===== config.mk =====
export PLATFORM = sky130hd
export DESIGN_NAME = asrelax_div
export DESIGN_NICKNAME = d
export VERILOG_FILES = /design/src/rtl/core/asrelax_pkg.sv /design/src/rtl/core/asrelax_div.sv
export SDC_FILE = /design/constraint.sdc
export NUM_CORES = 1
export LEC_CHECK = 0
export ABC_AREA = 1
export CAP_MARGIN = 15
export CORE_UTILIZATION = 46
export DETAILED_ROUTE_END_ITERATION = 12
export DONT_BUFFER_PORTS = 1
export SETUP_SLACK_MARGIN = 0.05
export SLEW_MARGIN = 20
export SYNTH_ARGS = -nofsm -noshare
export SYNTH_HDL_FRONTEND = slang
export SYNTH_SLANG_ARGS = --single-unit

===== constraint.sdc =====
create_clock -name clock -period 2.5 [get_ports clock]
set_clock_uncertainty 0.15 [all_clocks]
set_input_delay 0.375 -clock clock [delete_from_list [all_inputs] [get_ports clock]]
set_output_delay 0.375 -clock clock [all_outputs]
set_load 0.1 [all_outputs]

===== src/rtl/core/asrelax_pkg.sv =====
// ----------------------------------------------------------------------------
// asrelax_pkg
// Shared types and constants of the A* open set relax engine.
// ----------------------------------------------------------------------------
package asrelax_pkg;

   localparam int VTX_BITS   = 12;
   localparam int VID_BITS   = 13;
   localparam int EDGE_BITS  = 16;
   localparam int COST_BITS  = 24;
   localparam int FRAC_BITS  = 8;
   localparam int BEST_BITS  = 32;
   localparam int KEY_BITS   = COST_BITS + FRAC_BITS + 1;
   localparam int ENTRY_BITS = KEY_BITS + VTX_BITS;
   localparam int DIV_BITS   = 12;
   localparam int DSR_BITS   = 13;
   localparam int RAD_BITS   = 32;
   localparam int ROOT_BITS  = 24;
   localparam int MAX_VERTICES = 4096;

   localparam logic [VID_BITS-1:0]  NONE_VTX = 13'd4096;
   localparam logic [COST_BITS-1:0] COST_INF = '1;
   localparam logic [BEST_BITS-1:0] BEST_INF = '1;

   localparam logic [2:0] REQ_EDGE   = 3'd0;
   localparam logic [2:0] REQ_OFFER  = 3'd1;
   localparam logic [2:0] REQ_EXPAND = 3'd2;
   localparam logic [2:0] REQ_END    = 3'd3;
   localparam logic [2:0] REQ_PRED   = 3'd4;

   localparam logic [2:0] OUT_IGNORED  = 3'd0;
   localparam logic [2:0] OUT_ACCEPTED = 3'd1;
   localparam logic [2:0] OUT_FORWARD  = 3'd2;
   localparam logic [2:0] OUT_EXPANDED = 3'd3;
   localparam logic [2:0] OUT_GOAL     = 3'd4;
   localparam logic [2:0] OUT_EMPTY    = 3'd5;
   localparam logic [2:0] OUT_PRED     = 3'd6;
   localparam logic [2:0] OUT_FULL     = 3'd7;

   localparam logic [1:0] REG_PART_ID    = 2'd0;
   localparam logic [1:0] REG_PART_COUNT = 2'd1;
   localparam logic [1:0] REG_GOAL       = 2'd2;
   localparam logic [1:0] REG_COLUMNS    = 2'd3;

   typedef struct packed {
      logic                start;
      logic [DIV_BITS-1:0] dividend;
      logic [DSR_BITS-1:0] divisor;
   } div_req_type;

   typedef struct packed {
      logic                done;
      logic [DIV_BITS-1:0] quotient;
      logic [DIV_BITS-1:0] remainder;
   } div_rsp_type;

   typedef struct packed {
      logic                start;
      logic [RAD_BITS-1:0] radicand;
   } sqrt_req_type;

   typedef struct packed {
      logic                 done;
      logic [ROOT_BITS-1:0] root;
   } sqrt_rsp_type;

endpackage


===== src/rtl/core/asrelax_div.sv =====
// ----------------------------------------------------------------------------
// asrelax_div
// Restoring divider, one quotient bit per cycle.
// ----------------------------------------------------------------------------
module asrelax_div (
   input  logic                     clock,
   input  logic                     reset,
   input  asrelax_pkg::div_req_type req,
   output asrelax_pkg::div_rsp_type rsp
);

   localparam int NB = asrelax_pkg::DIV_BITS;
   localparam int DB = asrelax_pkg::DSR_BITS;
   localparam int CB = $clog2(NB + 1);

   logic          busy_ff, busy_in;
   logic          done_ff, done_in;
   logic [CB-1:0] cnt_ff, cnt_in;
   logic [NB-1:0] num_ff, num_in;
   logic [DB-1:0] rem_ff, rem_in;
   logic [DB-1:0] dsr_ff, dsr_in;
   logic [DB:0]   rem_sh;

   always_comb begin
      busy_in = busy_ff;
      done_in = 1'b0;
      cnt_in  = cnt_ff;
      num_in  = num_ff;
      rem_in  = rem_ff;
      dsr_in  = dsr_ff;
      rem_sh  = {rem_ff, num_ff[NB-1]};
      if (req.start) begin
         busy_in = 1'b1;
         cnt_in  = CB'(NB);
         num_in  = req.dividend;
         rem_in  = '0;
         dsr_in  = req.divisor;
      end else if (busy_ff) begin
         if (rem_sh >= {1'b0, dsr_ff}) begin
            rem_in = DB'(rem_sh - {1'b0, dsr_ff});
            num_in = {num_ff[NB-2:0], 1'b1};
         end else begin
            rem_in = rem_sh[DB-1:0];
            num_in = {num_ff[NB-2:0], 1'b0};
         end
         cnt_in = cnt_ff - 1'b1;
         if (cnt_ff == CB'(1)) begin
            busy_in = 1'b0;
            done_in = 1'b1;
         end
      end
   end

   always_ff @(posedge clock) begin
      if (reset) begin
         busy_ff <= 1'b0;
         done_ff <= 1'b0;
         cnt_ff  <= '0;
      end else begin
         busy_ff <= busy_in;
         done_ff <= done_in;
         cnt_ff  <= cnt_in;
      end
   end

   always_ff @(posedge clock) begin
      num_ff <= num_in;
      rem_ff <= rem_in;
      dsr_ff <= dsr_in;
   end

   assign rsp.done      = done_ff;
   assign rsp.quotient  = num_ff;
   assign rsp.remainder = rem_ff[NB-1:0];

endmodule


==> impl_metrics.yaml <==
floorplanning:
  core_um2: 5990
  dieHeight_um: 81.2
  dieArea_um2: 6590
  rows: 28
  io_pins: 53
  fp.dieW_um: 81.2
  start_util_pct: 48.1
outcome:
  outcome: "complete, no violations"
logic_synthesis:
  synth-async-reset-ratio_pct: 0
  ys_seq_area_share_pct: 39.2
  yosysWarningCount: 0
  synth.top_cell.area_share_pct: 26.0
  ys_seq_elements: 44
  synth_nets: 426
  yosysTopAreaCell: "edfxtp_1"
  synth_area_leaders: "edfxtp_1 (26%), nand2_1 (16%), dfxtp_1 (13%)"
  synth-edff-count: 25
  postSynthAreaPerCell_um2: 7.55
  ys.flop_type: "edfxtp_1"
  netlist_instances: 382
  ys_types: 31
  syn_area_um2: 2880
timing:
  fin_crit_ns: 2.26
  finalHoldViolations: 0
  min_period_over_period_pct: 90.2
  tightest_slew_ns: 0.947
  slew_violations: 0
  slew_headroom_pct: 36.9
  rsz0062_at_grt: "false"
  fmax_ghz: 0.443
  worst_hold_slack_ns: 0.0176
  setup_viol: 0
cells_and_area:
  nNetsFinal: 434
  diodes: 0
  final_cell_mix: "nand2_1 (123), inv_1 (69), nand3_1 (27)"
  fillers: 609
  areaGrowthSynthToFinish_pct: 8.03
  final_common_cell: "nand2_1"
  final_cells: 466
  drive_gt1_share_pct: 14.3
drt:
  wl_per_cell_um: 12.8
  vias: 2278
  drc: 0
  drtPass1Iterations: 4
  drt-total-wl_um: 5960
  drtAntennaViolNets: 0
  drtIter0Drc: 155
  via_per_inst: 4.89
placement:
  dp_hpwl_um: 4650
  gp_congestion: 0.868
  port_buffers: 0
  dpl.cell_count: 454
worst_hold_path:
  hold_path_class: "in2reg"
  min_from: "req[2]"
  holdPathEnd: "dsr_ff[2]"
  hold_path_depth: 0
power_and_ir_drop:
  power_w: 0.00176
  powerDensity_nw_per_um2: 564
  irDropWorstVdd_mv: 0.287
  cellLeakagePower_nw: 1.60
worst_setup_path:
  critPathMaxFanout: 15
  critPathCaptureType: "flop"
  cp.required_ns: 2.41
  start_kind: "flop"
  reg2reg_slack_ns: 0.24
  cp.arrival_ns: 2.17
  cp_slowest_cell: "edfxtp_1"
  max_stage_delay_ns: 0.41
  r2r-start: "num_ff[11]"
  worstSetupPathType: "reg2reg"
  reg2regPathDepth: 12
  path_cells: "inv_1, ha_1, inv_1, fa_2, nand2_1, nand2_1, nand3_1, nand2_1, nand2_2, nand3_4, nand2_1, nand2_1"
  worst_r2r_endpoint: "num_ff[0]"
  path_common_cell: "nand2_1"
global_route:
  grt_pass1_wl_um: 10100
  grt_use_total_pct: 20.5
  grt.overflow.total: 0
  antenna_found_initial: 0
  grt_start_max_net_pins: 30
  grt_pass1_vias: 2183
clock_network:
  clk_latency_ns: 0.30
  cts_inserted_buffers: 5
  cts_sinks: 44
  cts_tree: "built"
  cts.clk_slew.worst_paths_ns: 0.08
  clock_path_buffers: 2
  post_cts_resized: 0
  htreeDepth: 2
  root_buffer: "clkbuf_8"
flow_run:
  cap_violations: 0
per-layer routing:
| metal | wire length (µm) | global-route usage [%] |
|---|---|---|
| met3 | 331 | 4.61 |
| met1 | 2730 | 26.5 |
| met4 | 69 | 6.61 |
| met2 | 2830 | 33.8 |
| met5 | 0 | 0 |
registers in the layout, indices dropped and copies added, names as in the netlist:
register / cells
num_ff: 12
rem_ff: 13
cnt_ff: 4
done_ff: 1
busy_ff: 1
dsr_ff: 13
cells by family (layout without fill, tap and decap cells):
logic type / Yosys count / count (layout) / share of synthesized area (%)
adders and majority gates: 16 / 16 / 7.20
and+or+nand+nor: 208 / 208 / 33.9
xor gates and xnor gates: 5 / 5 / 1.52
AOI/OAI and AO/OA: 14 / 14 / 3.17
buffers and inverters: 95 / 104 / 15.0
DFF: 44 / 44 / 39.2
what timing repair did:
action	4_1_cts	5_1_grt
hold endpoints to repair	1	3
buffers inserted	0	0
hold buffers	1	3
power breakdown:
| group | total (W) | switching [W] | internal, W |
|---|---|---|---|
| logic | 0.000258 | 0.000178 | 0.0000802 |
| clock network | 0.000538 | 0.000241 | 0.000297 |
| registers | 0.000961 | 0.000144 | 0.000817 |
cell type report:
type / instances / area [µm²] / area share [%]
sequential: 44 / 1130 / 36.3
tap: 75 / 93.8 / 3.01
timing repair buffer: 24 / 190 / 6.11
inverter: 72 / 270 / 8.68
multi-input combinational: 243 / 1320 / 42.4
clock inverter: 2 / 35.0 / 1.12
clock buffer: 6 / 72.6 / 2.33
synthesized netlist by cell type (4+ instances only):
library cell  number
nand2_1          123
inv_1             69
nand3_1           27
edfxtp_1          25
dfxtp_1           19
nand4_1           18
nor2_1            16
buf_4             15
ha_1              15
nand2_2            8
nand3_2            8
a21oi_1            4
clkbuf_1           4
o21ai_0            4
metrics by stage:
stage / util [%] / TNS (ns) / area (µm²) / worst slack (ns)
after floorplan: - / -1.31 / 2890 / -0.141
after CTS: 51.5 / 0 / 3080 / 0.229
after detailed placement: 49.5 / 0 / 2970 / 0.234
after global placement: 49.5 / 0 / 2970 / 0.317
after global routing: 52.0 / 0 / 3110 / 0.0648
final: 52.0 / 0 / 3110 / 0.244
worst max path at each step:
stage	cells past startpoint	slack [ns]	start	end
3_3_place_gp	12	0.32	num_ff[11]	num_ff[0]
6_report	12	0.24	num_ff[11]	num_ff[0]
4_1_cts	12	0.23	num_ff[11]	num_ff[0]
3_5_place_dp	12	0.23	num_ff[11]	num_ff[0]
5_1_grt	13	0.06	num_ff[11]	rem_ff[2]
2_1_floorplan	13	-0.14	num_ff[11]	num_ff[0]
worst max-delay path, delay by kind of cell (launching register included):
| family | cells | cell delay (ns) |
|---|---|---|
| buf+inv | 2 | 0.17 |
| fa+ha+maj | 2 | 0.52 |
| simple gates | 8 | 0.77 |
| flops | 1 | 0.41 |
Power figures use the tool's default switching activity.
