===== src/rtl/core/asrelax_ram.sv =====
// ----------------------------------------------------------------------------
// asrelax_ram
// Simple dual port RAM, one write port, one read port with registered data.
// ----------------------------------------------------------------------------
module asrelax_ram #(
   parameter int WIDTH = 8,
   parameter int DEPTH = 16
) (
   input  logic                     clock,
   input  logic                     wr_en,
   input  logic [$clog2(DEPTH)-1:0] wr_addr,
   input  logic [WIDTH-1:0]         wr_data,
   input  logic [$clog2(DEPTH)-1:0] rd_addr,
   output logic [WIDTH-1:0]         rd_data
);

   logic [WIDTH-1:0] mem_ff [DEPTH];
   logic [WIDTH-1:0] rd_data_ff;

   always_ff @(posedge clock) begin
      if (wr_en) begin
         mem_ff[wr_addr] <= wr_data;
      end
      rd_data_ff <= mem_ff[rd_addr];
   end

   assign rd_data = rd_data_ff;

endmodule


===== config.mk =====
export PLATFORM = sky130hd
export DESIGN_NAME = asrelax_ram
export DESIGN_NICKNAME = d
export VERILOG_FILES = /design/src/rtl/core/asrelax_ram.sv
export SDC_FILE = /design/constraint.sdc
export NUM_CORES = 1
export LEC_CHECK = 0
export BUFFER_PORTS_ARGS = -buffer_cell sky130_fd_sc_hd__buf_4
export CAP_MARGIN = 20
export CORE_MARGIN = 5
export CORE_UTILIZATION = 35
export CTS_CLUSTER_SIZE = 12
export DETAILED_ROUTE_END_ITERATION = 8
export PLACE_DENSITY = 0.61
export SLEW_MARGIN = 5
export SYNTH_ARGS = -nofsm -noshare
export SYNTH_HDL_FRONTEND = slang
export SYNTH_SLANG_ARGS = --single-unit

===== constraint.sdc =====
create_clock -name clock -period 1.8 [get_ports clock]
set_clock_uncertainty 0.2 [all_clocks]
set_input_delay 0.18 -clock clock [delete_from_list [all_inputs] [get_ports clock]]
set_output_delay 0.18 -clock clock [all_outputs]
set_load 0.05 [all_outputs]

==> qor.yml, run 1 <==
critical_path:
  crit_path_top_delay_cell: "mux4_1"
  critical_path_required_ns: 1.88
  crit_path_end_kind: "flop"
  regToRegSetupSlack_ns: 0.30
  cp_cell_sequence: "mux4_1 > a22oi_1 > nand2_1"
  worst-setup-path-type: "reg2reg"
  arrival_ns: 1.58
  cp-start-kind: "flop"
  slowest_delay_ns: 0.55
  crit_fanout: 1
clocking:
  clock_sinks: 136
  cts_tree: "yes"
  cts_buffers: 17
  clk_pin_slew_worst_paths_ns: 0.06
  clock_latency_ns: 0.41
  cts_max_level: 4
  ctsRootBufferMaster: "clkbuf_16"
  max-clock-path-buffers: 2
flow_run:
  drv_cap: 0
routing:
  wl_per_cell_um: 19.6
  drt-initial-drc-count: 139
  vias: 2458
  drt-pass1-iter-count: 4
  wirelength_mm: 9.66
  post-route-drc-count: 0
  ant_nets: 0
  viasPerCell: 5.00
yosys:
  synth-seq-area-share_pct: 77.8
  synth_ff_type: "edfxtp_1"
  synth.yosys.warnings: 0
  syn_avg_cell_area_um2: 22.5
  synth_seq_cells: 136
  synth_edf_count: 128
  yosysUniqueCellTypes: 19
  syn_area_um2: 5150
  synthArstFlopShare_pct: 0
  synth_nets: 247
  netlist_instances: 229
timing:
  rsz0062_at_grt: "false"
  slew_headroom_pct: 73.5
  setup_violations: 0
  hold_violations: 0
  fin_ws_ns: 0.296
  slew_violations: 0
  fmax_mhz: 665
  finalCritPeriodShare_pct: 83.6
  tightest_slew_ns: 0.398
  period_needed_ns: 1.50
global_routing:
  grt_usage_pct: 11.6
  overflow: 0
  grt_first_pass_wirelength_mm: 15.2
  grt_pass1_vias: 2622
  grt_max_degree: 17
  antenna_found_initial: 0
run_status:
  status: "finished clean"
floorplanning:
  die_x_um: 131
  dieArea_um2: 17200
  initial_utilization_pct: 35.6
  fp.coreArea_um2: 14500
  row_count: 44
  num_io_pins: 26
  die_h_um: 131
layout:
  final_nets: 313
  area_delta_synth_final_pct: 24.9
  final_area_um2: 6430
  multiInputGateArea_um2: 1060
  drive_above_1_share_pct: 32.1
  ff_latch_area_um2: 4000
  num_antenna_cells: 0
  fillerInstances: 1245
power:
  power_density_nw_per_um2: 1200
  ir_drop_mv: 0.696
  p_leak_nw: 2.20
placed_design:
  io_buffer_count: 25
  place_hpwl_mm: 6.60
  pre_cts_slack_ns: -0.0149
  routabilityCongestion: 0.722
  place_area_um2: 5710
min_path:
  hp-class: "in2reg"
[metrics by stage]
stage | std cells | setup TNS, ns | hold slack [ns] | total power [mW] | util, %
finish | 492 | 0 | 0.0757 | 7.69 | 44.4
global route | 492 | 0 | 0.0930 | 7.94 | 44.4
CTS | 492 | 0 | 0.0766 | 7.75 | 44.4
detailed placement | 452 | -0.0149 | 0.294 | 4.08 | 39.5
global placement | 452 | -0.0176 | 0.281 | 4.06 | 39.5
floorplan | 229 | 0 | 0.0789 | 3.88 | -
[what timing repair did]
| action | 4_1_cts | 5_1_grt |
|---|---|---|
| resized for setup | 0 | 0 |
| buffers inserted | 0 | 0 |
| endpoints found under the setup margin | 0 | 0 |
| hold endpoints to repair | 128 | 0 |
| hold buffers | 8 | 0 |
[cells in the final DEF (no fill, tap or decap), drive strengths merged]
| master | n |
|---|---|
| nor3 | 4 |
| clkbuf | 18 |
| buf | 49 |
| nand3b | 2 |
| clkinvlp | 3 |
| nor2b | 1 |
| dlygate4sd3 | 8 |
| or3b | 1 |
| a22oi | 16 |
| nand3 | 1 |
| nand2b | 2 |
| bufinv | 5 |
| dfxtp | 8 |
| and2b | 1 |
| and2 | 1 |
| mux4 | 32 |
| edfxtp | 128 |
| clkinv | 6 |
| nor2 | 13 |
| nand2 | 9 |
[Yosys cell counts (2+ instances only)]
cell type        instances  share of area (%)
clkdlybuf4s25_2          3               0.58
edfxtp_1               128                 75
nor3_1                   4               0.39
dfxtp_1                  8                3.1
nand2_1                  9               0.66
mux4_2                  18                7.9
nor2_1                  13               0.95
a22oi_1                 16                2.3
buf_6                    3               0.66
buf_2                    3               0.29
nand3b_1                 2               0.29
nand2b_1                 2               0.24
mux4_1                  14                7.1
[registers in the layout (all words and copies together) (netlist names)]
signal   count
rd_data      8
mem_ff     128
[logic make-up (layout without fill, tap and decap cells)]
group                  after synthesis  after routing  synth area share, %
AND/OR/NAND/NOR                     35             35                 3.18
buffers and inverters               10             89                 1.68
multiplexers                        32             32                 15.0
AO/OA/AOI/OAI                       16             16                 2.33
flip-flops                         136            136                 77.8
[report_power, final]
part | leakage, nW | switching [mW] | internal [mW]
clock network | 0.303 | 1.23 | 2.44
registers | 1.22 | 0.0262 | 3.54
logic | 0.669 | 0.255 | 0.190
[final timing paths]
kind            startpoint    endpoint  depth (start not counted)
min             rd_addr[1]  rd_data[0]                          4
min reg2reg  mem_ff[14][0]  rd_data[0]                          3
max           mem_ff[5][2]  rd_data[2]                          3
max reg2reg   mem_ff[5][2]  rd_data[2]                          3
[per-layer routing]
layer	track usage, %	routed length [µm]	vias to the layer above
met4	3.60	37	0
met2	16.9	4550	74
li1	-	-	1103
met1	16.7	4540	1275
met5	0	0	-
met3	3.59	535	6
[cell type report]
cell class                 instances  share of cell area (%)
timing repair buffer              57                    7.75
clock buffer                      18                    6.68
tap                              184                    3.58
sequential                       136                    62.3
clock inverter                    14                    3.19
multi-input combinational         83                    16.5
[worst max-delay path: cells and delay by family, from the launching register on]
family,cells,cell delay (ns)
muxes,1,0.55
AOI/OAI and AO/OA,1,0.18
and+or+nand+nor,1,0.10
DFF,1,0.34
Note: power is estimated with default switching activity, not from simulation.
==> inputs of run 2 (changes only) <==
- ABC_AREA: not set -> 1
- clock period: 1.8 -> 1.25 ns (I/O delays scaled with it)
==> qor.yml, run 2 <==
floorplanning:
  dieArea_um2: 19100  # was 17,200 µm²
  row_count: 47  # was 44
  die_x_um: 138  # was 131 µm
  num_io_pins: 26  # unchanged
  fp.coreArea_um2: 16300  # was 14,500 µm²
  initial_utilization_pct: 35.3  # was 35.6%
  die_h_um: 138  # was 131 µm
global_routing:
  overflow: 0  # unchanged
  grt_max_degree: 38  # was 17
  grt_first_pass_wirelength_mm: 20.4  # was 15.2 mm
  grt_usage_pct: 13.8  # was 11.6%
  grt_pass1_vias: 3776  # was 2,622
  antenna_found_initial: 0  # unchanged
critical_path:
  worst-setup-path-type: "in2reg"  # was reg2reg
  slowest_delay_ns: 0.52  # was 0.55 ns
  arrival_ns: 1.34  # was 1.58 ns
  critical_path_required_ns: 1.35  # was 1.88 ns
  crit_path_top_delay_cell: "dlygate4sd3_1"  # was mux4_1
  cp_cell_sequence: "dlygate4sd3_1 > buf_4 > clkinvlp_4 > nand3_1 > nand2_1"  # was mux4_1 > a22oi_1 > nand2_1
  crit_end: "rd_data[6]"  # was rd_data[2]
  path_delay_family: "buffers and inverters"  # was multiplexers
  reg2reg_to: "rd_data[0]"  # was rd_data[2]
  crit_cells: 5  # was 3
  cp-start-kind: "input port"  # was flop
  reg2regPathDepth: 6  # was 3
  crit_fanout: 9  # was 1
  crit_path_end_kind: "flop"  # unchanged
  reg2reg_from: "mem_ff[13][0]"  # was mem_ff[5][2]
  cp_num_buf_inv: 3  # was 0
  crit_path_start: "rd_addr[3]"  # was mem_ff[5][2]
  regToRegSetupSlack_ns: 0.06  # was 0.30 ns
timing:
  fmax_mhz: 806
  setup_violations: 0  # unchanged
  slew_headroom_pct: 79.7  # was 73.5%
  fin_ws_ns: 0.0100  # was 0.296 ns
  hold_violations: 0  # unchanged
  slew_violations: 0  # unchanged
  finalCritPeriodShare_pct: 99.2
  period_needed_ns: 1.24
  rsz0062_at_grt: "true"  # was false
  tightest_slew_ns: 0.304  # was 0.398 ns
yosys:
  synthAdderAreaFrac_pct: 0  # unchanged
  syn_area_um2: 5770  # was 5150 µm²
  synth_seq_cells: 136  # unchanged
  yosysUniqueCellTypes: 12  # was 19
  yosys.area_share.simple_pct: 21.0  # was 3.18%
  syn_avg_cell_area_um2: 10.5  # was 22.5 µm²
  synthTopCellsByCount: "nand2_1 (173), edfxtp_1 (128), inv_1 (100)"  # was edfxtp_1 (128), mux4_2 (18), a22oi_1 (16)
  yosysTopAreaCell: "edfxtp_1"  # unchanged
  synth.yosys.warnings: 0  # unchanged
  synth_top_family_by_area: "simple AND/OR/NAND/NOR gates"  # was multiplexers
  synth_nets: 569  # was 247
  yosysMostFrequentCell: "nand2_1"  # was edfxtp_1
  ys_top_cells_by_area: "edfxtp_1 (67%), nand2_1 (11%), nand3_1 (8.4%)"  # was edfxtp_1 (75%), mux4_2 (7.9%), mux4_1 (7.1%)
  netlist_instances: 551  # was 229
  synth_compound_area_share_pct: 0  # was 2.33%
  synth_top_cell_area_share_pct: 66.7  # was 74.7%
  synthArstFlopShare_pct: 0  # unchanged
  synth-seq-area-share_pct: 69.4  # was 77.8%
  synth_edf_count: 128  # unchanged
  synth_xor_xnor_area_share_pct: 0  # unchanged
  synth_ff_type: "edfxtp_1"  # unchanged
  synth_mux_area_share_pct: 0  # was 15.0%
clocking:
  clock_latency_ns: 0.41  # about the same
  cts_buffers: 17  # unchanged
  clk_pin_slew_worst_paths_ns: 0.06  # about the same
  cts_tree: "yes"  # unchanged
  ctsRootBufferMaster: "clkbuf_16"  # unchanged
  max-clock-path-buffers: 2  # unchanged
  clock_sinks: 136  # unchanged
  cts_max_level: 4  # unchanged
min_path:
  hp-class: "in2reg"  # unchanged
layout:
  final_common_cell: "nand2_1"  # was edfxtp_1
  largest_reg_flops: 128  # unchanged
  drive_above_1_share_pct: 15.0  # was 32.1%
  fin_cells: 841  # was 492
  layout_common_cells: "nand2_1 (173), edfxtp_1 (128), inv_1 (99), nand3_1 (96), buf_4 (38)"  # was edfxtp_1 (128), buf_4 (45), mux4_2 (18), clkbuf_16 (17), a22oi_1 (16)
  num_antenna_cells: 0  # unchanged
  final_nets: 626  # was 313
  final_area_um2: 7100  # was 6430 µm²
  area_delta_synth_final_pct: 23.1  # was 24.9%
  fillerInstances: 1547  # was 1,245
  regMostFlops: "mem_ff"  # unchanged
routing:
  met1_length_mm: 5.55  # was 4.54 mm
  vias: 3847  # was 2,458
  post-route-drc-count: 0  # unchanged
  ant_nets: 0  # unchanged
  viasPerCell: 4.57  # was 5.00
  drt-pass1-iter-count: 5  # was 4
  dr_wl_met2_mm: 6.29  # was 4.55 mm
  wl_met3_um: 710  # was 535 µm
  wl_per_cell_um: 15.1  # was 19.6 µm
  drt-initial-drc-count: 484  # was 139
  top_layer_used: "met4"  # unchanged
  wirelength_mm: 12.7  # was 9.66 mm
placed_design:
  place_hpwl_mm: 8.12  # was 6.60 mm
  place_area_um2: 6360  # was 5710 µm²
  place_inst: 800  # was 452
  io_buffer_count: 25  # unchanged
  routabilityCongestion: 0.776  # was 0.722
  pre_cts_slack_ns: -0.138  # was -0.0149 ns
power:
  ir_drop_mv: 0.961  # was 0.696 mV
  power_density_nw_per_um2: 1550  # was 1200 nW/µm²
  power_mw: 11.0  # was 7.69 mW
  p_leak_nw: 3.05  # was 2.20 nW
run_status:
  status: "finished clean"  # unchanged
flow_run:
  drv_cap: 0  # unchanged
-- run 2: tightest hold or removal path: cells and delay by family --
kind                   cells  cell delay, ns
AND/OR/NAND/NOR            3            0.19
buffers and inverters      2            0.28
-- run 2: timing repair --
| action | CTS | global route |
|---|---|---|
| setup endpoints to repair | 5 | 12 |
| hold buffers | 9 | 0 |
| buffers inserted | 0 | 0 |
| hold endpoints to repair | 136 | 0 |
| resized for setup | 5 | 10 |
| pin swaps | 0 | 0 |
-- run 2: how the worst min path moves through the flow --
stage / startpoint / endpoint / slack (ns) / cells past startpoint
floorplan: wr_data[0] / mem_ff[0][0] / 0.02 / 0
global placement: wr_data[1] / mem_ff[4][1] / 0.27 / 1
detailed placement: rd_addr[3] / rd_data[4] / 0.27 / 3
CTS: rd_addr[2] / rd_data[4] / 0.03 / 5
global route: rd_addr[2] / rd_data[6] / 0.07 / 5
finish: rd_addr[2] / rd_data[4] / 0.04 / 5
-- run 2: cells by family (layout without fill, tap and decap cells) --
| kind of cell | count (synthesis) | count (layout) |
|---|---|---|
| flops | 136 | 136 |
| simple gates | 289 | 289 |
| buf+inv | 126 | 196 |
-- run 2: per-layer routing --
| metal | track usage (%) | vias to the layer above |
|---|---|---|
| li1 | - | 1886 |
| met1 | 17.8 | 1829 |
| met3 | 2.87 | 13 |
| met2 | 23.0 | 119 |
| met4 | 5.15 | 0 |
| met5 | 0 | - |
-- run 2: layout make-up --
type,count,area (µm²),share of cell area (%)
inverter,102,387,5.45
clock inverter,14,173,2.43
tap,220,275,3.88
timing repair buffer,62,606,8.53
sequential,136,4010,56.5
multi-input combinational,289,1220,17.2
clock buffer,18,429,6.05
-- run 2: report_power, final --
group	leakage [nW]	total [mW]	switching, mW	internal, mW
Combinational	1.53	0.832	0.539	0.293
Sequential	1.22	5.13	0.0325	5.10
Clock	0.291	5.04	1.89	3.15
Total	3.05	11.0	2.47	8.54
-- run 2: stage by stage --
stage / setup TNS [ns] / hold WS (ns) / util (%)
after global placement: -6.74 / 0.266 / 38.9
after global routing: -0.0697 / 0.0697 / 43.4
after floorplan: -1.65 / 0.0239 / -
after detailed placement: -8.41 / 0.270 / 38.9
final: 0 / 0.0363 / 43.4
after CTS: 0 / 0.0337 / 43.3
