`src/rtl/core/asrelax_pkg.sv`:
```
// ----------------------------------------------------------------------------
// asrelax_pkg
// Shared types and constants of the A* open set relax engine.
// ----------------------------------------------------------------------------
package asrelax_pkg;

   localparam int VTX_BITS   = 12;
   localparam int VID_BITS   = 13;
   localparam int EDGE_BITS  = 16;
   localparam int COST_BITS  = 24;
   localparam int FRAC_BITS  = 8;
   localparam int BEST_BITS  = 32;
   localparam int KEY_BITS   = COST_BITS + FRAC_BITS + 1;
   localparam int ENTRY_BITS = KEY_BITS + VTX_BITS;
   localparam int DIV_BITS   = 12;
   localparam int DSR_BITS   = 13;
   localparam int RAD_BITS   = 32;
   localparam int ROOT_BITS  = 24;
   localparam int MAX_VERTICES = 4096;

   localparam logic [VID_BITS-1:0]  NONE_VTX = 13'd4096;
   localparam logic [COST_BITS-1:0] COST_INF = '1;
   localparam logic [BEST_BITS-1:0] BEST_INF = '1;

   localparam logic [2:0] REQ_EDGE   = 3'd0;
   localparam logic [2:0] REQ_OFFER  = 3'd1;
   localparam logic [2:0] REQ_EXPAND = 3'd2;
   localparam logic [2:0] REQ_END    = 3'd3;
   localparam logic [2:0] REQ_PRED   = 3'd4;

   localparam logic [2:0] OUT_IGNORED  = 3'd0;
   localparam logic [2:0] OUT_ACCEPTED = 3'd1;
   localparam logic [2:0] OUT_FORWARD  = 3'd2;
   localparam logic [2:0] OUT_EXPANDED = 3'd3;
   localparam logic [2:0] OUT_GOAL     = 3'd4;
   localparam logic [2:0] OUT_EMPTY    = 3'd5;
   localparam logic [2:0] OUT_PRED     = 3'd6;
   localparam logic [2:0] OUT_FULL     = 3'd7;

   localparam logic [1:0] REG_PART_ID    = 2'd0;
   localparam logic [1:0] REG_PART_COUNT = 2'd1;
   localparam logic [1:0] REG_GOAL       = 2'd2;
   localparam logic [1:0] REG_COLUMNS    = 2'd3;

   typedef struct packed {
      logic                start;
      logic [DIV_BITS-1:0] dividend;
      logic [DSR_BITS-1:0] divisor;
   } div_req_type;

   typedef struct packed {
      logic                done;
      logic [DIV_BITS-1:0] quotient;
      logic [DIV_BITS-1:0] remainder;
   } div_rsp_type;

   typedef struct packed {
      logic                start;
      logic [RAD_BITS-1:0] radicand;
   } sqrt_req_type;

   typedef struct packed {
      logic                 done;
      logic [ROOT_BITS-1:0] root;
   } sqrt_rsp_type;

endpackage

```
`src/rtl/core/asrelax_sqrt.sv`:
```
// ----------------------------------------------------------------------------
// asrelax_sqrt
// Bit-pair square root of radicand * 2^(2*FRAC_BITS), one root bit per cycle.
// ----------------------------------------------------------------------------
module asrelax_sqrt (
   input  logic                      clock,
   input  logic                      reset,
   input  asrelax_pkg::sqrt_req_type req,
   output asrelax_pkg::sqrt_rsp_type rsp
);

   localparam int RB = asrelax_pkg::RAD_BITS;
   localparam int QB = asrelax_pkg::ROOT_BITS;
   localparam int CB = $clog2(QB + 1);

   logic          busy_ff, busy_in;
   logic          done_ff, done_in;
   logic [CB-1:0] cnt_ff, cnt_in;
   logic [RB-1:0] rad_ff, rad_in;
   logic [QB:0]   rem_ff, rem_in;
   logic [QB-1:0] root_ff, root_in;
   logic [QB+2:0] rem_sh;
   logic [QB+2:0] trial;

   always_comb begin
      busy_in = busy_ff;
      done_in = 1'b0;
      cnt_in  = cnt_ff;
      rad_in  = rad_ff;
      rem_in  = rem_ff;
      root_in = root_ff;
      rem_sh  = {rem_ff, rad_ff[RB-1:RB-2]};
      trial   = {1'b0, root_ff, 2'b01};
      if (req.start) begin
         busy_in = 1'b1;
         cnt_in  = CB'(QB);
         rad_in  = req.radicand;
         rem_in  = '0;
         root_in = '0;
      end else if (busy_ff) begin
         rad_in = {rad_ff[RB-3:0], 2'b00};
         if (rem_sh >= trial) begin
            rem_in  = (QB+1)'(rem_sh - trial);
            root_in = {root_ff[QB-2:0], 1'b1};
         end else begin
            rem_in  = rem_sh[QB:0];
            root_in = {root_ff[QB-2:0], 1'b0};
         end
         cnt_in = cnt_ff - 1'b1;
         if (cnt_ff == CB'(1)) begin
            busy_in = 1'b0;
            done_in = 1'b1;
         end
      end
   end

   always_ff @(posedge clock) begin
      if (reset) begin
         busy_ff <= 1'b0;
         done_ff <= 1'b0;
         cnt_ff  <= '0;
      end else begin
         busy_ff <= busy_in;
         done_ff <= done_in;
         cnt_ff  <= cnt_in;
      end
   end

   always_ff @(posedge clock) begin
      rad_ff  <= rad_in;
      rem_ff  <= rem_in;
      root_ff <= root_in;
   end

   assign rsp.done = done_ff;
   assign rsp.root = root_ff;

endmodule

```
`config.mk`:
```
export PLATFORM = sky130hd
export DESIGN_NAME = asrelax_sqrt
export DESIGN_NICKNAME = d
export VERILOG_FILES = /design/src/rtl/core/asrelax_pkg.sv /design/src/rtl/core/asrelax_sqrt.sv
export SDC_FILE = /design/constraint.sdc
export NUM_CORES = 1
export LEC_CHECK = 0
export BUFFER_PORTS_ARGS = -buffer_cell sky130_fd_sc_hd__buf_2
export CAP_MARGIN = 20
export CELL_PAD_IN_SITES_DETAIL_PLACEMENT = 1
export CELL_PAD_IN_SITES_GLOBAL_PLACEMENT = 1
export CORE_UTILIZATION = 41
export CTS_CLUSTER_DIAMETER = 50
export DETAILED_ROUTE_END_ITERATION = 6
export PLACE_DENSITY_LB_ADDON = 0.1
export SYNTH_ARGS = -nofsm -noshare
export SYNTH_HDL_FRONTEND = slang
export SYNTH_SLANG_ARGS = --single-unit
```
`constraint.sdc`:
```
create_clock -name clock -period 2.7 [get_ports clock]
set_clock_uncertainty 0.05 [all_clocks]
set_input_delay 0.27 -clock clock [delete_from_list [all_inputs] [get_ports clock]]
set_output_delay 0.27 -clock clock [all_outputs]
set_load 0.05 [all_outputs]
```
==> results of run 1 <==
==> through the flow <==
stage	TNS (ns)	setup WS [ns]	power (mW)
5_1_grt	-0.737	-0.0661	5.78
3_3_place_gp	0	0.00525	3.82
6_report	0	0.0222	5.46
2_1_floorplan	0	0.000808	3.30
4_1_cts	-0.00211	-0.00211	5.27
3_5_place_dp	-0.888	-0.0814	3.87
==> state kept, by name (all words and copies together), names as in the netlist <==
name     cells
done_ff      1
root_ff     24
rad_ff      32
busy_ff      1
cnt_ff       5
rem_ff      25
==> critical path, delay by kind of cell, from the launching register on <==
family / cells / cell delay [ns]
buffers and inverters: 2 / 0.17
AND/OR/NAND/NOR: 3 / 0.67
AO/OA/AOI/OAI: 5 / 1.10
adder cells (fa/ha/maj): 1 / 0.24
flip-flops: 1 / 0.35
==> timing repair <==
| item | in CTS | in global routing |
|---|---|---|
| hold buffers | 0 | 0 |
| endpoints found under the hold margin | 0 | 0 |
| endpoints found under the setup margin | 22 | 24 |
| gates resized for setup | 20 | 38 |
| buffers inserted | 3 | 13 |
| pin swaps | 17 | 24 |
==> layer usage <==
metal  routed length [um]  up-vias
met5                    0        -
met4                  200        0
met3                  280       13
met2                 6190       46
met1                 5980     1984
li1                     -     2003
==> final cells by class <==
class,instances,share of cell area (%)
multi-input cells,358,46.3
flip-flops and latches,88,33.8
repair buffers,108,10.9
clock buffers,10,3.60
well taps,147,2.89
inverters,31,1.87
clock inverters,6,0.689
==> cell usage in the layout, fill, tap and decap left out, drive strengths merged, types with 13 or more instances in the layout <==
| cell type | synthesis | final |
|---|---|---|
| a211oi | 15 | 15 |
| a21oi | 22 | 22 |
| buf | 13 | 108 |
| dfxtp | 56 | 56 |
| edfxtp | 32 | 32 |
| ha | 28 | 28 |
| inv | 31 | 32 |
| mux2 | 30 | 30 |
| mux2i | 36 | 36 |
| nand2 | 26 | 26 |
| nor2 | 64 | 64 |
| xnor2 | 13 | 13 |
==> cell families after synthesis <==
group	after synthesis	share of synthesized area, %
DFF	88	41.6
AOI/OAI and AO/OA	101	14.9
adders and majority gates	28	6.99
xor gates and xnor gates	21	3.67
and+or+nand+nor	142	13.8
muxes	66	13.9
buffers and inverters	60	5.17
==> power groups by stage <==
stage	Combinational, mW	Clock, mW	Sequential, mW
final	2.65	1.19	1.63
after global routing	2.86	1.27	1.65
after detailed placement	2.23	0	1.65
after CTS	2.42	1.23	1.62
after global placement	2.18	0	1.64
after floorplan	1.68	0	1.62
==> final timing paths <==
kind	startpoint	endpoint	slack (ns)	depth (start not counted)
worst max-delay path	root_ff[6]	rem_ff[2]	0.02	11
worst max register to register	root_ff[6]	rem_ff[2]	0.02	11
worst min-delay path	reset	busy_ff	0.12	2
worst min register to register	cnt_ff[1]	cnt_ff[1]	0.45	2
==> results.md, run 1 <==
Run status:
- The flow ran to the end, and the final reports show no timing, DRC or antenna violations.

Worst hold path:
- The worst hold path belongs to the class primary input to register.

Drt:
- After detailed routing, the number of vias per cell comes to 5.41.
- The number of DRC markers in iteration 0 is 152.
- The total number of vias is 4,046.
- The average wire per standard cell is 16.9 um.
- After detailed routing, the total wire length is 12,600 um.
- For this run, design rule violations remaining after detail routing come to 0.
- In this run the remaining antenna-violating nets after routing total 0.
- The first detailed-routing pass took 4 iterations.

STA:
- The tightest hold path in the finished design has a slack of 0.117 ns.
- Setup violations remaining at the end of the flow were counted as 0.
- The final cycle utilization of the critical path is 99.2%.
- Setup repair after global routing could not meet its margin everywhere.
- The number of pins exceeding their max-slew limit in the final report is 0.
- The smallest clock period supported by the final layout is computed as 2.68 ns.
- The transition at the pin with the smallest max-transition slack is 0.770 ns.
- The final hold violation count is 0.
- Based on the critical path, the design can be clocked at up to 373 MHz.
- The worst slew margin relative to its limit is 48.7%.

Floorplanning:
- From bottom edge to top edge, the die measures 113 um.
- For this design the top-level I/O count stands at 60.
- The chip width is 113 um.
- The placeable core region is 12,000 um^2.
- The floorplan step defined a die boundary enclosing 12,700 um^2.
- The count of standard-cell rows is 40.
- The starting utilization of the core area is 41.9%.

Layout:
- Once layout is complete, the utilization of the core stands at 53.2%.
- The layout-stage area growth over the synthesis result is 26.9%.
- The final instance area is 6360 um^2.
- The number of nets at the end of the flow is 659.
- Of the cells placed in the final design, the portion with a size suffix greater than 1 is 39.9%.
- The area taken by multi-input logic gates is 2950 um^2.
- 0 antenna diodes ended up in the layout.
- Counting the fill cells in the layout gives 1,310.
- The register cell area after layout is 2150 um^2.
- Excluding fillers, the count of instances in the completed layout stands at 748.

Synth:
- The proportion of synthesized flip-flops having asynchronous set or reset is 0%.
- Ranked by total cell area, the synthesized netlist is headed by dfxtp_1, edfxtp_1, mux2i_1.
- Synthesis inferred 88 register bits.
- In the synthesized netlist, the cells that appear most often are nor2_1, dfxtp_1, mux2i_1.
- Yosys printed 0 warnings.
- The count of unique library cells instantiated by Yosys is 67.
- Synthesis produced a netlist whose cell count is 506.
- In this run, synthesis inferred 32 flip-flops with an integrated enable.
- The most area-hungry cell type in the Yosys netlist is dfxtp_1.
- The area share of the largest cell type after synthesis is 22.4%.
- The most common cell in the synthesized netlist is nor2_1.
- A synthesized cell averages 9.90 um^2.
- The net count of the mapped netlist is 569.
- The combined area of all synthesized cells is 5010 um^2.
- For this run, the leading register cell type out of synthesis is dfxtp_1.
- The sequential-to-total area share from yosys stat is 41.6%.

Clocking:
- The tree built by TritonCTS fans out to 88 sinks.
- TritonCTS created 9 clock buffers.
- The deepest clock path buffer count is 2.
- Clock latency on the worst-skew pair, taken at its later pin, is 0.36 ns.
- The root buffer selected by CTS is clkbuf_16.
- The clock-pin slew of the registers on the worst-case setup and hold paths is 0.07 ns.
- The H-tree was split into 3 levels.
- TritonCTS built the clock tree.

Placed design:
- The routability congestion estimate from global placement is 0.813.
- The number of placed instances with taps included is 716.
- The cell area reported after detailed placement is 5730 um^2.
- The detailed placer's ending HPWL is 8810 um.
- The count of buffers added on input and output ports is 59.

Worst setup path:
- The biggest fanout along the worst timing path is 6.
- The required time at the endpoint of the critical path is 2.92 ns.
- The type of the worst setup path is register to register.
- The worst setup path is launched from a register.
- Walking the worst path, the cells encountered are inv_2 -> ha_4 -> a21o_1 -> a31oi_4 -> o32ai_2 -> or3b_4 -> a211oi_4 -> or2_4 -> buf_6 -> nand2_2 -> a311oi_2.
- The worst setup path is captured at a register.
- The slowest stage of the critical path belongs to the cell or3b_4.
- At the worst endpoint, the arrival time is 2.90 ns.
- The largest single stage delay on the critical path is 0.42 ns.

Power:
- The combinational share of power is 48.4%.
- The analysis attributes to net switching a power of 2.04 mW.
- The peak supply drop is 0.000402 V.
- The fraction of power spent switching nets is 37.3%.
- The internal portion of the total power is 3.42 mW.
- The share of total power in sequential cells is 29.8%.
- The reported leakage power is 2.56 nW.
- The share of total power dissipated in the clock network is 21.8%.
- Dividing total power by cell area gives a power density of 859 nW/um^2.

Global routing:
- The number of antenna violations at the first check in global routing is 0.
- Entering global routing, the biggest net connects 47 pins.
- In the global route stage, met1 resource usage came out at 26.5%.
- The number of global-route vias before repair is 4,057.
- The met2 layer usage reported by global route is 33.6%.
- The global-route track usage on met3 is 4.10%.
- The busiest layer in global routing is met2.
- The global-route usage over all layers is 20.4%.
- Summed over all layers, the global routing overflow is 0.
- The global-route wire length before repair is 20,200 um.

Job:
- Max-cap violations in this run came to 0.
(Power assumes the default switching activity.)
==> inputs of run 2 (changes only) <==
--- a/config.mk
+++ b/config.mk
@@ -9,6 +9,7 @@
 export CAP_MARGIN = 20
 export CELL_PAD_IN_SITES_DETAIL_PLACEMENT = 1
 export CELL_PAD_IN_SITES_GLOBAL_PLACEMENT = 1
+export CORE_MARGIN = 2
 export CORE_UTILIZATION = 41
 export CTS_CLUSTER_DIAMETER = 50
 export DETAILED_ROUTE_END_ITERATION = 6
==> results.md, run 2 (same netlist as run 1, synthesis figures left out) <==
Power:
- The cell-internal power came to 3.62 mW (+5.7%).
- The peak supply drop is 0.000357 V (-11%).
- The combinational share of power came to 49.2% (+0.8 points).
- The reported leakage power was 2.64 nW (+3.2%).
- The total power divided by cell area is 873 nW/um^2 (+1.6%).
- The fraction of power spent switching nets is 36.1% (-1.2 points).
- The share of total power in sequential cells is 28.6% (-1.2 points).
- The switching power total is 2.05 mW (+0.43%).
- The relative contribution of the clock network to total power is 22.2% (+0.4 points).

Layout:
- The share of the core filled with cells came to 54.3% (+1.1 points).
- The number of nets at the end of the flow came to 667 (+1.2%).
- The antenna diode count is 0 (unchanged).
- The flip-flop count of the largest register after layout is 32 (unchanged).
- The final instance area is 6490 um^2 (+2.1%).
- In the layout the commonest cells are nor2_1, buf_2, buf_4.
- The layout-stage area growth over the synthesis result is 29.6%.
- The register name with the most flops is rad_ff.
- The share of final-layout standard cells stronger than drive strength 1 is 40.2% (+0.30 points).
- The most common library cell in the layout ignoring fill and taps is nor2_1.
- The largest registers in the layout are rad_ff (32), rem_ff (25), root_ff (24).

Global routing:
- The global-route wire length before repair was 21,000 um (+3.8%).
- The global-route usage over all layers is 20.5% (+0.039 points).
- The number of antenna violations at the first check in global routing is 0 (unchanged).
- The met2 layer usage reported by global route is 33.3% (-0.37 points).
- The number of global-route vias before repair was 4,173 (+2.9%).
- The global-route met1 utilization is 27.1% (+0.61 points).
- met2 is the most crowded layer.
- The global-route track usage on met3 is 3.49% (-0.61 points).
- The overflow left after global routing was 0 (unchanged).
- The maximum number of pins on one net before global-route repair is 46 (-2.1%).

Worst setup path:
- The number of cells traversed by the worst register-to-register path is 11 (unchanged).
- The delay of the slowest cell on the worst path came to 0.40 ns (-0.02 ns).
- The biggest fanout along the worst timing path came to 8 (+2).
- The slowest stage of the critical path is the or3b_4 cell.
- Traced cell by cell, the critical path runs through inv_2 -> ha_4 -> a21o_1 -> a31oi_4 -> o32ai_2 -> or3b_4 -> a211oi_4 -> or2_4 -> buf_12 -> nand2_2 -> a311oi_2.
- The type of element capturing the critical path is a register.
- The type of the worst setup path is register to register.
- The critical path's top delay family is compound AO/OA/AOI/OAI gates.
- The startpoint type of the worst setup path is a register.
- The required time at the endpoint of the critical path was 2.91 ns (about the same).
- The endpoint arrival time on the critical path is 2.87 ns (-0.03 ns).
- The capturing point of the worst reg2reg path is rem_ff[2].
- The startpoint identified for the worst register-to-register timing path is root_ff[10].
- The setup slack on the worst flop-to-flop path came to 0.04 ns (+0.02 ns).
- The logic depth of the worst path, buffers included is 11 (unchanged).
- The combined buffer and inverter count along the critical path is 2 (unchanged).

Drt:
- The routed wire length is 12,900 um (+1.9%).
- The total number of vias is 4,044 (-0.049%).
- The post-detailed-route DRC marker count is 0 (unchanged).
- The number of vias per cell after detailed routing came to 5.35 (-1.1%).
- The first-pass detailed-route iteration total is 4 (unchanged).
- The average wire per standard cell came to 17.1 um (+0.85%).
- The number of routed nets with antenna violations is 0 (unchanged).
- The number of DRC markers in iteration 0 is 137 (-9.9%).

Job:
- The max capacitance violation total is 0 (unchanged).

Placed design:
- The routability congestion estimate from global placement came to 0.838 (+3.1%).
- The cell area reported after detailed placement is 5850 um^2 (+2.1%).
- The detailed placer's ending HPWL came to 8910 um (+1.1%).
- The count of input and output buffers is 59 (unchanged).

STA:
- The total of endpoints with negative setup slack in the final report was 0 (unchanged).
- The final hold violation count was 0 (unchanged).
- The maximum clock rate is 376 MHz (+0.56%).
- The transition at the pin with the smallest max-transition slack came to 0.761 ns (-0.00938 ns).
- The worst slew margin relative to its limit is 49.3% (+0.63 points).
- The number of pins exceeding their max-slew limit in the final report is 0 (unchanged).
- The final critical path time including I/O delays and setup is 2.66 ns (-0.0150 ns).
- The final cycle utilization of the critical path came to 98.6% (-0.56 points).
- Setup repair after global routing could not meet its margin everywhere.

Clocking:
- The worst-skew pair later-pin latency came to 0.36 ns (about the same).
- The number of buffers inserted by hold repair at cts is 0 (unchanged).
- The CTS tree is built.
- The clock-pin slew of the registers on the worst-case setup and hold paths came to 0.07 ns (about the same).
- The number of levels the H-tree was split into is 3 (unchanged).
- The CTS buffer count is 9 (unchanged).
- The root buffer selected by CTS is clkbuf_16.
- The number of clock sinks seen by CTS is 88 (unchanged).
- The deepest clock path buffer count is 2 (unchanged).

Floorplanning:
- The number of I/O pins is 60 (unchanged).
- The starting utilization of the core area is 41.9% (unchanged).
- The placeable core region came to 12,000 um^2 (unchanged).
- The chip width was 115 um (+1.8%).
- The count of standard-cell rows is 40 (unchanged).
- The y dimension of the die is 115 um (+1.8%).
- The area of the die is 13,100 um^2 (+3.6%).

Worst hold path:
- The worst hold path endpoint is busy_ff.
- The worst hold path begins at reset.
- The class of the worst hold path is primary input to register.
- The number of stages on the worst hold path was 2 (unchanged).

Run status:
- The run finished with clean final reports.
## run 2: cell count changes in the layout (fill, tap and decap cells not counted), sizes merged
cell	delta
buf	+8
bufinv	+1
clkbuf	+1
clkinvlp	-1
inv	-1
## run 2: power groups by stage
stage	combinational (mW)	clock [mW]	sequential [mW]
4_1_cts	2.62	1.29	1.62
3_5_place_dp	2.29	0	1.64
6_report	2.79	1.26	1.62
5_1_grt	3.04	1.35	1.64
3_3_place_gp	2.23	0	1.64
2_1_floorplan	1.68	0	1.62
## run 2: per-stage QoR
stage	power, mW	hold WS [ns]	setup TNS (ns)	worst slack, ns	cells
floorplan	3.30	0.292	0	0.000808	506
global placement	3.87	0.431	-0.0881	-0.0285	729
detailed placement	3.93	0.449	-1.23	-0.0809	729
CTS	5.53	0.113	0	0.000235	753
global route	6.02	0.128	-0.480	-0.0675	756
finish	5.67	0.118	0	0.0372	756
## run 2: final cells by class
class | count | area, um^2
repair buffers | 116 | 782
clock inverters | 5 | 57.6
clock buffers | 11 | 233
inverters | 31 | 119
multi-input cells | 358 | 2970
fillers | 1349 | 5470
flip-flops and latches | 88 | 2140
well taps | 147 | 184
## run 2: worst reg2reg max path: stages, from the launching register on
cell and delay, ns:
dfxtp_4 0.36, inv_2 0.05, ha_4 0.23, a21o_1 0.22
a31oi_4 0.19, o32ai_2 0.12, or3b_4 0.40, a211oi_4 0.26
or2_4 0.21, buf_12 0.14, nand2_2 0.06, a311oi_2 0.29
## run 2: metal layers
layer  routed length (um)  up-vias
met5                    0        -
met4                  220        0
met3                  248       17
met2                 6260       37
met1                 6160     1968
li1                     -     2022
## run 2: worst max path at each step
stage | from | endpoint | slack, ns
2_1_floorplan | root_ff[7] | rem_ff[0] | 0.0008
3_3_place_gp | root_ff[4] | rem_ff[24] | -0.03
3_5_place_dp | root_ff[4] | rem_ff[24] | -0.08
4_1_cts | root_ff[10] | rem_ff[2] | 0.0002
5_1_grt | root_ff[0] | rem_ff[16] | -0.07
6_report | root_ff[10] | rem_ff[2] | 0.04
## run 2: repair_timing
| action | CTS | global route |
|---|---|---|
| cloned | 1 | 0 |
| setup endpoints to repair | 23 | 24 |
| gates resized for setup | 24 | 36 |
| buffers inserted | 7 | 3 |
| pin swaps | 15 | 16 |
